### src/design/aaq_pkg.sv
// Shared types, widths and constants for the axis-angle to quaternion converter.
// No dependencies; every other design file imports this package.
package aaq_pkg;

    localparam int AW      = 16;  // axis / angle field width
    localparam int SW      = 32;  // sum of squares width
    localparam int LW      = 24;  // axis length width, Q.8
    localparam int RW      = 27;  // square root partial remainder width
    localparam int CW      = 34;  // CORDIC datapath width, Q2.30 plus guard bits
    localparam int PW      = 50;  // axis times sine product width
    localparam int QW      = 32;  // quotient magnitude width
    localparam int DW      = 58;  // divider remainder width
    localparam int NLANE   = 3;
    localparam int ATAN_ENTRIES = 24;

    localparam logic signed [CW-1:0] CORDIC_GAIN = 34'sd652032874;
    localparam logic signed [CW-1:0] Q30_PI      = 34'sd3373259426;
    localparam logic signed [CW-1:0] Q30_HALF_PI = 34'sd1686629713;
    localparam logic signed [CW-1:0] Q14_POS     = 34'sd16384;
    localparam logic signed [CW-1:0] Q14_NEG     = -34'sd16384;
    localparam logic signed [CW-1:0] Q14_RND     = 34'sd32768;
    localparam logic signed [AW-1:0] Q14_ONE     = 16'sd16384;

    // one request as it crosses from the front end to the back end
    typedef struct packed {
        logic signed [AW-1:0] ax;
        logic signed [AW-1:0] ay;
        logic signed [AW-1:0] az;
        logic signed [CW-1:0] h;
        logic                 neg;
        logic [LW-1:0]        len8;
        logic                 degen;
    } aaq_item_t;

    // truncated Q2.30 arctangent of 2^-i
    function automatic logic signed [CW-1:0] atan_q30(input int i);
        case (i)
            0:       return 34'sh3243F6A8;
            1:       return 34'sh1DAC6705;
            2:       return 34'sh0FADBAFC;
            3:       return 34'sh07F56EA6;
            4:       return 34'sh03FEAB76;
            5:       return 34'sh01FFD55B;
            6:       return 34'sh00FFFAAA;
            7:       return 34'sh007FFF55;
            8:       return 34'sh003FFFEA;
            9:       return 34'sh001FFFFD;
            10:      return 34'sh000FFFFF;
            11:      return 34'sh0007FFFF;
            12:      return 34'sh0003FFFF;
            13:      return 34'sh0001FFFF;
            14:      return 34'sh0000FFFF;
            15:      return 34'sh00007FFF;
            16:      return 34'sh00003FFF;
            17:      return 34'sh00001FFF;
            18:      return 34'sh00000FFF;
            19:      return 34'sh000007FF;
            20:      return 34'sh000003FF;
            21:      return 34'sh000001FF;
            22:      return 34'sh000000FF;
            23:      return 34'sh0000007F;
            default: return '0;
        endcase
    endfunction

    // round Q2.30 to Q1.14 and clip to +/- one
    function automatic logic signed [AW-1:0] to_q14(input logic signed [CW-1:0] v);
        logic signed [CW-1:0] t;
        logic signed [CW-1:0] r;
        t = v + Q14_RND;
        r = t >>> 16;
        if (r > Q14_POS)
            r = Q14_POS;
        if (r < Q14_NEG)
            r = Q14_NEG;
        return r[AW-1:0];
    endfunction

endpackage

### src/design/aaq_fifo.sv
// Short request queue between front end and back end.
// Four entries of aaq_item_t; depends on aaq_pkg.
module aaq_fifo (
    input  logic               clk,
    input  logic               rst_n,
    input  logic               wr_en,
    input  aaq_pkg::aaq_item_t wr_data,
    input  logic               rd_en,
    output aaq_pkg::aaq_item_t rd_data,
    output logic               empty,
    output logic               full
);
    import aaq_pkg::*;

    localparam int DEPTH = 4;
    localparam int PTRW  = $clog2(DEPTH);

    aaq_item_t       mem_reg [0:DEPTH-1];
    logic [PTRW-1:0] wr_ptr_reg, rd_ptr_reg;
    logic [PTRW:0]   count_reg;

    assign empty   = (count_reg == '0);
    assign full    = (count_reg == (PTRW+1)'(DEPTH));
    assign rd_data = mem_reg[rd_ptr_reg];

    // pointers and fill count
    always_ff @(posedge clk or negedge rst_n)
    begin
        if (!rst_n)
        begin
            wr_ptr_reg <= '0;
            rd_ptr_reg <= '0;
            count_reg  <= '0;
        end
        else
        begin
            if (wr_en)
                wr_ptr_reg <= wr_ptr_reg + 1'b1;
            if (rd_en)
                rd_ptr_reg <= rd_ptr_reg + 1'b1;
            if (wr_en && !rd_en)
                count_reg <= count_reg + 1'b1;
            else if (rd_en && !wr_en)
                count_reg <= count_reg - 1'b1;
        end
    end

    // storage
    always_ff @(posedge clk)
    begin
        if (wr_en)
            mem_reg[wr_ptr_reg] <= wr_data;
    end

    a_no_over: assert property (@(posedge clk) disable iff (!rst_n)
        !(wr_en && full && !rd_en))
        else $error("queue written while full");
    a_no_under: assert property (@(posedge clk) disable iff (!rst_n)
        !(rd_en && empty))
        else $error("queue read while empty");

endmodule

### config.mk
export PLATFORM = sky130hd
export DESIGN_NAME = aaq_fifo
export DESIGN_NICKNAME = d
export VERILOG_FILES = /design/src/design/aaq_pkg.sv /design/src/design/aaq_fifo.sv
export SDC_FILE = /design/constraint.sdc
export NUM_CORES = 1
export LEC_CHECK = 0
export ABC_AREA = 1
export ABC_CLOCK_PERIOD_IN_PS = 3200
export BUFFER_PORTS_ARGS = -buffer_cell sky130_fd_sc_hd__clkbuf_2
export CORE_MARGIN = 2
export CORE_UTILIZATION = 49
export CTS_CLUSTER_SIZE = 30
export DETAILED_ROUTE_END_ITERATION = 6
export GPL_TIMING_DRIVEN = 0
export HOLD_SLACK_MARGIN = 0.08
export PLACE_DENSITY = 0.72
export SLEW_MARGIN = 20
export SYNTH_ARGS = -nofsm -noshare
export SYNTH_HDL_FRONTEND = slang
export SYNTH_SLANG_ARGS = --single-unit
### constraint.sdc
create_clock -name clk -period 3.2 [get_ports clk]
set_input_delay 0 -clock clk [delete_from_list [all_inputs] [get_ports clk]]
set_output_delay 0 -clock clk [all_outputs]
set_load 0.01 [all_outputs]
### After elaboration in Yosys (flattened, before gate mapping)

Memories as Yosys holds them, arrays and structs flattened.
Index checks and enable logic that the tools add are counted.

* equal/unequal tests: 1
* add/subtract/negate cells: 4
* mux-type cells: 4
* reductions and logical operators: 6

Operators with widths (count)
* 3-bit two-way mux: 2
* 2-bit by 1-bit adder with 2-bit output (second input constant): 2
* 3-bit by 1-bit adder with 3-bit output (second input constant): 1
* 3-bit equality test (second input constant): 1
* 3-bit logical NOT: 1
* 3-bit by 1-bit subtractor with 3-bit output (second input constant): 1
* 1-bit logical AND: 2
* 1-bit logical NOT: 2
* 1-bit two-way mux: 2
* 2-bit nonzero test: 1

* word-level logic and storage cells: 19
* input bits: 112
* flip-flop bits (word level): 7
* memories: 1
* output and inout bits: 110
* bits in writable memories: 432

Memories
* mem_reg: words 4, width 108, read ports 1, clocked after Yosys merged registers in 0, write ports 1, RTL line aaq_fifo.sv:18 `aaq_item_t mem_reg [0:DEPTH-1];`

### Depth between registers and ports, before layout

* depth after elaboration: 4
* mapped depth: 9
* gate-level depth less buffers: 9

### Worst setup path after synthesis

Ideal clock, no wire load.

* path type: reg-to-reg
* from: register wr_ptr_reg[0]
* to: memory mem_reg[2][0] in the netlist's numbering, enable pin
* data required time: 2.738 ns
* path buffers: 0
* setup time: 0.462 ns
* slack: -0.025 ns
* period minus slack after synthesis: 3.225 ns
* stages on the path, launching flop included: 5
* arrival: 2.764 ns
* cells stage by stage: dfrtp_1 > inv_1 > ha_1 > nand2_1 > inv_1

RTL lines
* start, declared: RTL line aaq_fifo.sv:19 `logic [PTRW-1:0] wr_ptr_reg, rd_ptr_reg;`
* start signal, assigned: RTL line aaq_fifo.sv:38 `wr_ptr_reg <= wr_ptr_reg + 1'b1;`
* end, declared: RTL line aaq_fifo.sv:18

No word-level cell before the write port.

### Worst setup path after layout

* from: register wr_ptr_reg[0]
* to: memory mem_reg[0][49] in the netlist's numbering, enable pin

No word-level cell before the write port.

==> key figures <==
Power
  • Tot Pwr: 20,000 uW
  • Peak VDD IR: 658 uV
  • NetSw: 7240 uW
  • Register share of total power: 0.388
  • Clock power frac: 0.249
  • Internal power: 12,800 uW
  • Switching fraction of total power: 0.362
  • Pwr dens: 914 nW/um^2
  • Comb pwr share: 0.363
  • Static leakage: 0.00888 uW

Drt
  • Drt first pass iters: 5
  • Vias: 11,321
  • DRT Wirelength: 41.0 mm
  • DR iter-0 viols: 862
  • DR WL/cell: 18.7 microns
  • Avg Vias per Cell: 5.16
  • Final ANT Viol Nets: 0
  • Drc violations: 0

Die
  • Initial core utilization: 0.493
  • Die height: 193 microns
  • Standard-cell rows: 69
  • Chip width: 193 microns
  • CORE AREA: 35,300 sq um
  • Top-Level Pins: 222
  • Die Area: 37,100 sq um

CTS
  • Clock Sinks: 439
  • Clk_lat worst skew: 580 ps
  • Setup repair bufs after CTS: 0
  • CTS Buffer Depth: 3
  • Max H-tree Level: 2
  • CTS buffer count: 45
  • CTS tree: yes
  • Clock root cell: clkbuf_16
  • Clock-pin slew on the worst setup and hold paths: 60 ps
  • Cts repair resizes: 0

Worst setup path
  • Crit-path max FO: 29
  • CP peak stage delay: 610 ps
  • CP Capture Type: flop
  • Critical Path AT: 2660 ps
  • CP startpoint kind: flop
  • CP max stage cell: clkinvlp_4
  • Worst-path cell chain: inv_1 -> ha_1 -> nand2_1 -> clkinvlp_4 -> buf_12 -> buf_12
  • CP dominant cell by count: buf_12
  • WP buf/inv: 4
  • Req. time, crit path: 3510 ps
  • CP top delay family: buffers and inverters
  • WS Path Type: reg2reg

Yosys
  • Avg Cell Area, Syn: 13.3 sq um
  • Cell taking the most area after synthesis: edfxtp_1
  • Number of flops mapped to enable cells by yosys: 432
  • Post-Syn Instances: 1,307
  • Count leader, synth: edfxtp_1
  • Ys async rst share: 0.0159
  • Yosys reg bits: 439
  • Top post-synthesis cells by count: edfxtp_1, nand2_1, inv_1, o211ai_1, buf_2
  • Mapped cell area: 17,400 sq um
  • Top_reg_cell synth: edfxtp_1
  • Synth top area cells: edfxtp_1, o211ai_1, nand2_1
  • Post-synthesis sequential area ratio: 0.755
  • Post-synth top area share: 0.745
  • Post-synth cell types: 19
  • Net Count, Synth: 1,425
  • Yosys warning total: 0

Timing
  • Max Slew Vio Count: 0
  • Slew headroom: 0.504
  • Fmax: 425 MHz
  • RSZ-0062 raised after global routing: no
  • Hold slack: 178 ps
  • Worst slew pin tran: 742 ps
  • Count of final setup violators: 0
  • Worst setup margin: 849 ps
  • Final-report hold violation count: 0
  • Layout Skew: 18.6 ps
  • Fin crit period: 2350 ps
  • Final setup TNS: 0 ps
  • Tcrit/Tclk final: 0.735

Global route
  • First-pass GRT wire length: 61.5 mm
  • Vias in the first global route: 11,315
  • Largest net degree at the start of global routing: 58
  • Gr ovfl total: 0
  • Initial antenna violation count: 1
  • Global Route Usage Sum: 0.221

Finish
  • Nets: 1,817
  • Max FFs per register: 432
  • Layout cell share with drive strength beyond 1: 0.202
  • Area Overhead vs Synth: 25.7%

Job
  • Max-cap violation count: 0

Placement
  • Place WS: 861 ps
  • DP HPWL: 24.6 mm
  • Port buffer count: 221
  • RePlAce Congestion: 0.755

Outcome
  • Status: finished clean

Hold path
  • Hold WC Path Type: in2reg
per-stage QoR:
stage	cell area (sq um)	utilization	instances
finish	21900	0.620	2195
global route	21900	0.620	2195
CTS	21900	0.620	2194
detailed placement	19400	0.549	2001
global placement	19100	0.541	1989
floorplan	17400	-	1307
cells by family (layout without fill, tap and decap cells):
kind of cell	Yosys count	count (layout)	synth area share
other	0	1	0
AO/OA/AOI/OAI	217	217	0.0934
AND/OR/NAND/NOR	341	341	0.0739
buffers and inverters	300	726	0.0711
adder cells (fa/ha/maj)	6	6	0.00474
flip-flops	439	439	0.755
XOR/XNOR	4	4	0.00201
metal layers:
layer / routed length (microns) / GRT usage / vias up
met5: 0 / 0 / -
met4: 770 / 0.0573 / 0
met3: 3180 / 0.0498 / 55
met2: 20700 / 0.382 / 423
met1: 16300 / 0.281 / 5500
li1: - / - / 5343
layout make-up:
| cell class | instances | area (sq um) |
|---|---|---|
| sequential | 439 | 13100 |
| buffer | 72 | 379 |
| tap | 461 | 577 |
| antenna | 1 | 2.50 |
| fill | 2618 | 13400 |
| timing repair buffer | 345 | 2480 |
| inverter | 228 | 877 |
| clock buffer | 52 | 1190 |
| clock inverter | 29 | 198 |
| multi-input combinational | 568 | 3030 |
path summary, 6_finish.rpt:
check / to / cells after the start / slack (ps) / startpoint
worst max-delay path: mem_reg[0][49] / 6 / 850 / wr_ptr_reg[0]
worst max register to register: mem_reg[0][49] / 6 / 850 / wr_ptr_reg[0]
worst min register to register: count_reg[2] / 2 / 510 / count_reg[2]
max in group asynchronous: rd_ptr_reg[1] / 3 / 2500 / rst_n
min in group asynchronous: count_reg[1] / 3 / 420 / rst_n
worst min-delay path: mem_reg[0][82] / 2 / 180 / wr_data[82]
timing repair:
item	in CTS	in global routing
hold buffers	112	0
setup endpoints to repair	0	0
hold endpoints to repair	446	0
placed cells by master (no fill, tap or decap), drive strengths merged, types with 2 or more instances in the layout:
master       count
dfrtp            7
inv            228
dlygate4sd3    112
o211ai         216
clkbuf         292
clkinvlp         4
xor2             3
bufinv           2
ha               5
clkinv          23
edfxtp         432
nand2          337
buf             65
nor3             2
power groups by stage:
stage	logic, uW	clock network (uW)	registers [uW]
finish	7260	4990	7760
global placement	6880	0	7990
floorplan	4110	0	7890
CTS	7340	5050	7750
global route	7950	5300	7830
detailed placement	7190	0	7870
Note: power is estimated with default switching activity, not from simulation.
