===== src/design/aaq_pkg.sv =====
// Shared types, widths and constants for the axis-angle to quaternion converter.
// No dependencies; every other design file imports this package.
package aaq_pkg;

    localparam int AW      = 16;  // axis / angle field width
    localparam int SW      = 32;  // sum of squares width
    localparam int LW      = 24;  // axis length width, Q.8
    localparam int RW      = 27;  // square root partial remainder width
    localparam int CW      = 34;  // CORDIC datapath width, Q2.30 plus guard bits
    localparam int PW      = 50;  // axis times sine product width
    localparam int QW      = 32;  // quotient magnitude width
    localparam int DW      = 58;  // divider remainder width
    localparam int NLANE   = 3;
    localparam int ATAN_ENTRIES = 24;

    localparam logic signed [CW-1:0] CORDIC_GAIN = 34'sd652032874;
    localparam logic signed [CW-1:0] Q30_PI      = 34'sd3373259426;
    localparam logic signed [CW-1:0] Q30_HALF_PI = 34'sd1686629713;
    localparam logic signed [CW-1:0] Q14_POS     = 34'sd16384;
    localparam logic signed [CW-1:0] Q14_NEG     = -34'sd16384;
    localparam logic signed [CW-1:0] Q14_RND     = 34'sd32768;
    localparam logic signed [AW-1:0] Q14_ONE     = 16'sd16384;

    // one request as it crosses from the front end to the back end
    typedef struct packed {
        logic signed [AW-1:0] ax;
        logic signed [AW-1:0] ay;
        logic signed [AW-1:0] az;
        logic signed [CW-1:0] h;
        logic                 neg;
        logic [LW-1:0]        len8;
        logic                 degen;
    } aaq_item_t;

    // truncated Q2.30 arctangent of 2^-i
    function automatic logic signed [CW-1:0] atan_q30(input int i);
        case (i)
            0:       return 34'sh3243F6A8;
            1:       return 34'sh1DAC6705;
            2:       return 34'sh0FADBAFC;
            3:       return 34'sh07F56EA6;
            4:       return 34'sh03FEAB76;
            5:       return 34'sh01FFD55B;
            6:       return 34'sh00FFFAAA;
            7:       return 34'sh007FFF55;
            8:       return 34'sh003FFFEA;
            9:       return 34'sh001FFFFD;
            10:      return 34'sh000FFFFF;
            11:      return 34'sh0007FFFF;
            12:      return 34'sh0003FFFF;
            13:      return 34'sh0001FFFF;
            14:      return 34'sh0000FFFF;
            15:      return 34'sh00007FFF;
            16:      return 34'sh00003FFF;
            17:      return 34'sh00001FFF;
            18:      return 34'sh00000FFF;
            19:      return 34'sh000007FF;
            20:      return 34'sh000003FF;
            21:      return 34'sh000001FF;
            22:      return 34'sh000000FF;
            23:      return 34'sh0000007F;
            default: return '0;
        endcase
    endfunction

    // round Q2.30 to Q1.14 and clip to +/- one
    function automatic logic signed [AW-1:0] to_q14(input logic signed [CW-1:0] v);
        logic signed [CW-1:0] t;
        logic signed [CW-1:0] r;
        t = v + Q14_RND;
        r = t >>> 16;
        if (r > Q14_POS)
            r = Q14_POS;
        if (r < Q14_NEG)
            r = Q14_NEG;
        return r[AW-1:0];
    endfunction

endpackage


===== src/design/aaq_front.sv =====
// Front end: input register, squares, half-angle reduction, pipelined square root.
// Flags short axes against the configured minimum. Depends on aaq_pkg.
module aaq_front (
    input  logic                      clk,
    input  logic                      rst_n,
    input  logic                      adv,
    input  logic                      push,
    input  logic signed [15:0]        axis_x,
    input  logic signed [15:0]        axis_y,
    input  logic signed [15:0]        axis_z,
    input  logic signed [15:0]        angle,
    input  logic [15:0]               min_len,
    output logic                      out_valid,
    output aaq_pkg::aaq_item_t        out_item
);
    import aaq_pkg::*;

    // stage A: input register
    logic                 a_valid_reg;
    logic signed [AW-1:0] a_ax_reg, a_ay_reg, a_az_reg, a_ang_reg;

    // stage B: squares and reduced half angle
    logic                 b_valid_reg;
    logic [SW-2:0]        b_sqx_reg, b_sqy_reg, b_sqz_reg;
    aaq_item_t            b_item_reg;

    // square root pipeline, index 0 holds the sum
    logic                 s_valid_reg [0:LW];
    logic [SW-1:0]        s_sum_reg   [0:LW];
    logic [RW-1:0]        s_rem_reg   [0:LW];
    logic [LW-1:0]        s_root_reg  [0:LW];
    aaq_item_t            s_item_reg  [0:LW];

    logic signed [2*AW-1:0] sqx_full, sqy_full, sqz_full;
    logic signed [CW-1:0]   h_raw;
    aaq_item_t              b_item_next;
    logic [LW-1:0]          len_final;

    assign sqx_full = a_ax_reg * a_ax_reg;
    assign sqy_full = a_ay_reg * a_ay_reg;
    assign sqz_full = a_az_reg * a_az_reg;
    assign h_raw    = $signed({a_ang_reg[AW-1], a_ang_reg, 17'b0});

    // fold the half angle into [-pi/2, pi/2]
    always_comb
    begin
        b_item_next     = '0;
        b_item_next.ax  = a_ax_reg;
        b_item_next.ay  = a_ay_reg;
        b_item_next.az  = a_az_reg;
        b_item_next.h   = h_raw;
        b_item_next.neg = 1'b0;
        if (h_raw > Q30_HALF_PI)
        begin
            b_item_next.h   = h_raw - Q30_PI;
            b_item_next.neg = 1'b1;
        end
        else if (h_raw < -Q30_HALF_PI)
        begin
            b_item_next.h   = h_raw + Q30_PI;
            b_item_next.neg = 1'b1;
        end
    end

    // control for stages A and B
    always_ff @(posedge clk or negedge rst_n)
    begin
        if (!rst_n)
        begin
            a_valid_reg <= 1'b0;
            b_valid_reg <= 1'b0;
        end
        else if (adv)
        begin
            a_valid_reg <= push;
            b_valid_reg <= a_valid_reg;
        end
    end

    // payload for stages A and B
    always_ff @(posedge clk)
    begin
        if (adv)
        begin
            a_ax_reg   <= axis_x;
            a_ay_reg   <= axis_y;
            a_az_reg   <= axis_z;
            a_ang_reg  <= angle;
            b_sqx_reg  <= sqx_full[SW-2:0];
            b_sqy_reg  <= sqy_full[SW-2:0];
            b_sqz_reg  <= sqz_full[SW-2:0];
            b_item_reg <= b_item_next;
        end
    end

    // sum of squares enters the root pipeline
    always_ff @(posedge clk or negedge rst_n)
    begin
        if (!rst_n)
            s_valid_reg[0] <= 1'b0;
        else if (adv)
            s_valid_reg[0] <= b_valid_reg;
    end

    always_ff @(posedge clk)
    begin
        if (adv)
        begin
            s_sum_reg[0]  <= SW'(b_sqx_reg) + SW'(b_sqy_reg) + SW'(b_sqz_reg);
            s_rem_reg[0]  <= '0;
            s_root_reg[0] <= '0;
            s_item_reg[0] <= b_item_reg;
        end
    end

    // one root bit per stage, radicand is sum * 2^16
    for (genvar k = 1; k <= LW; k++)
    begin : g_sqrt
        localparam int BI = 2 * (LW - k);
        logic [2*LW-1:0] rad;
        logic [RW-1:0]   rem_sh, trial;
        logic            take;

        assign rad    = {s_sum_reg[k-1], 16'b0};
        assign rem_sh = {s_rem_reg[k-1][RW-3:0], rad[BI+1 -: 2]};
        assign trial  = {1'b0, s_root_reg[k-1], 2'b01};
        assign take   = (rem_sh >= trial);

        always_ff @(posedge clk or negedge rst_n)
        begin
            if (!rst_n)
                s_valid_reg[k] <= 1'b0;
            else if (adv)
                s_valid_reg[k] <= s_valid_reg[k-1];
        end

        always_ff @(posedge clk)
        begin
            if (adv)
            begin
                s_sum_reg[k]  <= s_sum_reg[k-1];
                s_item_reg[k] <= s_item_reg[k-1];
                s_rem_reg[k]  <= take ? rem_sh - trial : rem_sh;
                s_root_reg[k] <= {s_root_reg[k-1][LW-2:0], take};
            end
        end
    end

    // length and short-axis flag
    assign len_final = s_root_reg[LW];
    always_comb
    begin
        out_item       = s_item_reg[LW];
        out_item.len8  = len_final;
        out_item.degen = (len_final == '0) || (len_final < {min_len, 8'b0});
    end
    assign out_valid = s_valid_reg[LW];

    a_hold: assert property (@(posedge clk) disable iff (!rst_n)
        !adv |=> $stable(a_valid_reg) && $stable(s_valid_reg[LW]))
        else $error("front pipeline moved while stalled");

endmodule


===== config.mk =====
export PLATFORM = sky130hd
export DESIGN_NAME = aaq_front
export DESIGN_NICKNAME = d
export VERILOG_FILES = /design/src/design/aaq_pkg.sv /design/src/design/aaq_front.sv
export SDC_FILE = /design/constraint.sdc
export NUM_CORES = 2
export LEC_CHECK = 0
export BUFFER_PORTS_ARGS = -buffer_cell sky130_fd_sc_hd__buf_4
export CORE_UTILIZATION = 55
export CTS_CLUSTER_DIAMETER = 30
export DETAILED_ROUTE_END_ITERATION = 16
export PLACE_DENSITY = 0.71
export SLEW_MARGIN = 40
export SYNTH_ARGS = -nofsm -noshare
export SYNTH_HDL_FRONTEND = slang
export SYNTH_MEMORY_MAX_BITS = 65536
export SYNTH_SLANG_ARGS = --single-unit

===== constraint.sdc =====
create_clock -name clk -period 10.69 [get_ports clk]
set_input_delay 1.069 -clock clk [delete_from_list [all_inputs] [get_ports clk]]
set_output_delay 1.069 -clock clk [all_outputs]
set_load 0.005 [all_outputs]

; After elaboration in Yosys (flattened, before gate mapping)
; Memory sizes are Yosys's and may differ from the RTL's.
; Index checks and enable logic that the tools add are counted.
; Widths: inputs -> output; s select.
[classes]
addsub = 28
n_mul = 3
magnitude_cmp = 27
muxes = 28
n_reduce_logical = 2
[ops]
columns = op, n
row1 = $ge 27x26->1, 24
row2 = $mux 27, 24
row3 = $sub 27x26->27, 24
row4 = $mul 16x16->31, 3
row5 = $mux 35, 2
row6 = $add 33x33->34 const B, 1
row7 = $sub 33x33->34 const B, 1
row8 = $gt 33x32->1 const B, 1
row9 = $lt 33x32->1 const B, 1
row10 = $add 31x31->32, 1
row11 = $add 32x31->32, 1
row12 = $logic_not 24->1, 1
row13 = $lt 24x24->1, 1
row14 = $mux 1, 2
row15 = $logic_or 1x1->1, 1
[word_totals]
regBits = 267
mem_bits_rw = 4775
out_inout_bits = 109
wordCells = 131
memories = 4
[mem_list]
columns = memory, depth, word_bits, read_ports, rd_ports_with_merged_regs, wr, line_no
row1 = s_item_reg, 25, 108, 25, 0, 25, aaq_front.sv:32  ; aaq_item_t s_item_reg [0:LW];
row2 = s_sum_reg, 25, 32, 24, 0, 25, aaq_front.sv:29  ; logic [SW-1:0] s_sum_reg [0:LW];
row3 = s_rem_reg, 25, 27, 24, 0, 25, aaq_front.sv:30  ; logic [RW-1:0] s_rem_reg [0:LW];
row4 = s_root_reg, 25, 24, 25, 0, 25, aaq_front.sv:31  ; logic [LW-1:0] s_root_reg [0:LW];

; Longest topological paths before layout
[logic_depth]
depth_word = 3
depth_mapped = 26
mapped_depth_nobuf = 24

; Worst setup path after synthesis
; Ideal clock, no wire load.
[synth_timing]
path_type = reg2reg
start = register a_ay_reg[15]
end = register b_sqy_reg[29], data pin
t_arrival_ns = 6.087
required_time_ns = 10.428
path_slack_ns = 4.341
stages_incl_launch_ff = 22
n_path_buf = 2
period_less_slack_ns = 6.349
cell_sequence = edfxtp_1 -> clkbuf_1 -> inv_1 -> buf_1 -> nor2_1 -> fa_1 -> inv_1 -> fa_1 -> inv_1 -> fa_1 -> fa_1 -> fa_1 -> inv_1 -> fa_1 -> inv_1 -> ha_1 -> or3_1 -> o21a_1 -> a221o_1 -> a41oi_1 -> o21bai_1 -> xor2_1
[synth_via]
elab_chain_len = 1
[synth_rtl]
columns = item, line_no
row1 = "start, declared", aaq_front.sv:20  ; logic signed [AW-1:0] a_ax_reg, a_ay_reg, a_az_reg, a_ang_reg;
row2 = "start signal, assigned", aaq_front.sv:86  ; a_ay_reg <= axis_y;
row3 = $mul 16x16->31, aaq_front.sv:40  ; assign sqy_full = a_ay_reg * a_ay_reg;
row4 = net sqy_full[29], aaq_front.sv:34  ; logic signed [2*AW-1:0] sqx_full, sqy_full, sqz_full;
row5 = "end signal, assigned", aaq_front.sv:90  ; b_sqy_reg <= sqy_full[SW-2:0];
row6 = "end, declared", aaq_front.sv:24  ; logic [SW-2:0] b_sqx_reg, b_sqy_reg, b_sqz_reg;
; The timed path passes the listed nets, and every way through them passes these cells.
; A chain may end at the register's enable or synchronous reset.

; Worst setup path in the final report
[layout_timing]
start = register a_ax_reg[15]
end = register b_sqx_reg[29], data pin
[layout_via]
elab_chain_len = 1
[layout_rtl]
columns = item, line_no
row1 = "start, declared", aaq_front.sv:20
row2 = "start signal, assigned", aaq_front.sv:85  ; a_ax_reg <= axis_x;
row3 = $mul 16x16->31, aaq_front.sv:39  ; assign sqx_full = a_ax_reg * a_ax_reg;
row4 = net sqx_full[29], aaq_front.sv:34
row5 = "end signal, assigned", aaq_front.sv:89  ; b_sqx_reg <= sqx_full[SW-2:0];
row6 = "end, declared", aaq_front.sv:24
; The timed path passes the listed nets, and every way through them passes these cells.

==> results.yml <==
run_status:
  status: "complete, no violations"
critical_path:
  slowest_delay_ns: 0.80
  required_ns: 11.39
  timing.critical_path.fanout_max: 18
  worst-path-buf-inv: 5
  r2r_cells: 21
  critical_path_arrival_ns: 8.26
  slowest_stage: "edfxtp_1"
  path_cells: "clkinv_1 > nor2_1 > fa_1 > inv_1 > fa_1 > inv_1 > fa_1 > fa_1 > fa_1 > inv_1 > fa_1 > inv_1 > ha_1 > nand3_1 > nor2_1 > nand2_1 > a211oi_1 > nor3_1 > o31ai_1 > a21oi_1 > xnor2_1"
  rr_startpoint: "a_ax_reg[15]"
  crit_type: "reg -> reg"
  endpoint_kind: "register"
  critPathLaunchType: "register"
  regToRegEndpoint: "b_sqx_reg[29]"
  r2r_setup_slack_ns: 3.13
  cpMostUsedCell: "fa_1"
  critPathTopFamily: "adder cells"
final_layout:
  largest_reg_flops: 1700
  fillCellCount: 18000
  fin_nets: 11700
  area_growth_pct: 17.0
  final_util_pct: 64.7
  fin_cells: 14100
  drive_gt1_share_pct: 11.8
grt:
  gr-total-overflow: 0
  grt_util_all_layers_pct: 19.7
  grt_first_pass_wirelength_mm: 409
  antenna_found_initial: 2
  first_global_vias: 78800
  grt_max_degree: 174
clock_network:
  insertion_delay_ns: 0.99
  cts_buffers: 525
  post_cts_resized: 0
  cts.htree.levels: 6
  clk_path_buf_depth: 4
  cts.clk_slew.worst_paths_ns: 0.06
  cts_sinks: 3053
  cts_root_buffer: "clkbuf_16"
  cts_setup_buffers: 0
  cts_tree: "done"
power:
  p_leak_nw: 66.2
  power.density_mw_per_mm2: 357
  ir_drop_mv: 0.657
sta:
  fmax_mhz: 132
  setup_viol: 0
  slew_headroom_pct: 43.3
  min_period_ns: 7.56
  slew_violations: 0
  fin_skew_ns: 0.0600
  timing.final.crit_share_pct: 70.7
  tightest_slew_ns: 0.851
  finalHoldViolCount: 0
  setup-tns-final_ns: 0
  rsz0062_at_grt: "false"
  whs_ns: 0.264
min_path:
  holdPathEnd: "a_ax_reg[2]"
  min_path_type: "in -> reg"
  holdPathStages: 1
  min_from: "axis_x[2]"
synthesis:
  synth.area.top_cells: "edfxtp_1 64%, fa_1 10%, ha_1 5.4%, inv_1 3.7%, xnor2_1 2.2%"
  synth_top_family_by_area: "adder cells"
  synthMuxAreaShare_pct: 0.703
  yosysWarningCount: 0
  ys_top_cells_by_count: "3026 x edfxtp_1, 1386 x inv_1, 727 x fa_1"
  ys.flop_type: "edfxtp_1"
  synth.most_common_cell: "edfxtp_1"
  synthArstFlopShare_pct: 0.884
  synthSimpleGateAreaFrac_pct: 6.18
  netlist_area_mm2: 0.142
  yosysTopAreaCell: "edfxtp_1"
  synth-xor-area-share_pct: 3.55
  synth-edff-count: 3026
  synth-compound-area-share_pct: 5.29
  synth-seq-cells: 3053
  syn-mean-instance-area_um2: 14.7
  ys_seq_area_share_pct: 64.5
  synth_cell_types: 83
  synth_fa_ha_area_share_pct: 15.6
  synthCells: 9635
  yosysTopAreaCellShare_pct: 64.0
detailed_routing:
  dr_total_vias: 74600
  wl_per_cell_um: 18.0
  first_iter_violations: 4700
  dr.pass1.iters: 12
  antenna_left: 0
  drc_errors: 0
  drt-total-wl_mm: 254
  vias_per_cell: 5.29
place:
  routabilityCongestion: 0.867
  portBuffers: 191
  hpwl_mm: 168
  dpl.cell_count: 13100
floorplanning:
  die_area_mm2: 0.260
  io-pin-count: 193
  die_x_um: 510
  initial_core_util_pct: 55.3
  num_rows: 186
  die_y_um: 510
  core_area_mm2: 0.257
job:
  cap_violations: 0
[worst max-delay path by stage]
stage	slack [ns]	endpoint	cells past startpoint	start
finish	3.13	b_sqx_reg[29]	21	a_ax_reg[15]
detailed placement	3.19	b_sqx_reg[29]	21	a_ax_reg[15]
CTS	3.15	b_sqx_reg[29]	21	a_ax_reg[15]
floorplan	4.34	b_sqy_reg[29]	21	a_ay_reg[15]
global placement	3.27	b_sqx_reg[29]	21	a_ax_reg[15]
global route	2.57	b_sqx_reg[29]	21	a_ax_reg[15]
[layout by cell type (no fill, tap or decap), types with 40 or more instances in the layout]
master / synthesis / routed
edfxtp_1: 3026 / 3026
a211oi_1: 40 / 40
nor2b_1: 53 / 53
nor3_1: 159 / 157
nor2_1: 436 / 435
clkbuf_16: 0 / 532
clkinv_1: 5 / 76
a21oi_1: 314 / 313
nand2_1: 602 / 601
fa_1: 727 / 727
o21ai_0: 325 / 324
inv_6: 0 / 45
or3_1: 50 / 50
nor4_1: 52 / 51
buf_4: 16 / 221
bufinv_16: 0 / 54
clkinv_4: 0 / 42
and2_1: 107 / 107
clkbuf_1: 132 / 49
nand3_1: 96 / 96
clkinv_2: 0 / 63
ha_1: 611 / 611
a21o_1: 121 / 121
inv_1: 1386 / 1386
o31ai_1: 48 / 48
mux2_2: 85 / 85
xor2_1: 224 / 224
nand2b_1: 84 / 84
nand4_1: 41 / 41
xnor2_1: 352 / 352
o21bai_1: 43 / 43
clkinvlp_4: 0 / 51
o21a_1: 83 / 82
[per-layer routing]
metal	vias to the layer above	GRT usage (%)	wire length, um
met5	-	0	0
met4	0	7.55	8440
met3	516	3.12	10300
met2	1574	34.9	132000
met1	37100	24.3	104000
li1	35400	-	-
[worst register-to-register path: stages (launching register included)]
cell and delay [ns]:
edfxtp_1 0.80, clkinv_1 0.73, nor2_1 0.40, fa_1 0.60, inv_1 0.14, fa_1 0.47, inv_1 0.28, fa_1 0.50
fa_1 0.51, fa_1 0.49, inv_1 0.05, fa_1 0.47, inv_1 0.04, ha_1 0.35, nand3_1 0.19, nor2_1 0.18
nand2_1 0.07, a211oi_1 0.36, nor3_1 0.14, o31ai_1 0.26, a21oi_1 0.12, xnor2_1 0.14
[stage by stage]
step / power [mW] / setup slack (ns) / area, um2
2_1_floorplan: 36.6 / 4.34 / 142000
3_3_place_gp: 42.3 / 3.27 / 148000
3_5_place_dp: 42.8 / 3.19 / 148000
4_1_cts: 59.9 / 3.15 / 166000
5_1_grt: 63.8 / 2.57 / 166000
6_report: 59.3 / 3.13 / 166000
[report_power, final]
part / internal (mW) / total, mW / switching [mW] / leakage, nW
sequential: 16.2 / 17.0 / 0.785 / 29.5
clock: 10.6 / 16.6 / 6.04 / 8.59
combinational: 11.2 / 25.7 / 14.5 / 28.1
total: 38.0 / 59.3 / 21.3 / 66.2
[cells by family after synthesis]
| kind of cell | count (synthesis) |
|---|---|
| other | 1 |
| XOR/XNOR | 576 |
| AND/OR/NAND/NOR | 1838 |
| multiplexers | 89 |
| flip-flops | 3053 |
| adder cells (fa/ha/maj) | 1338 |
| buffers and inverters | 1551 |
| AO/OA/AOI/OAI | 1189 |
[timing repair]
action,4_1_cts,5_1_grt
hold endpoints to repair,27,0
hold buffers,1,0
endpoints found under the setup margin,0,0
[cell type report]
cell class / instances / area, um2 / area share [%]
sequential: 3053 / 91500 / 55.1
multi-input combinational: 5032 / 44600 / 26.9
clock buffer: 581 / 13500 / 8.13
inverter: 1394 / 5230 / 3.15
clock inverter: 379 / 4480 / 2.70
tap: 3384 / 4230 / 2.55
timing repair buffer: 268 / 2440 / 1.47
antenna: 2 / 5.00 / 0.00301
(Power assumes the default switching activity.)
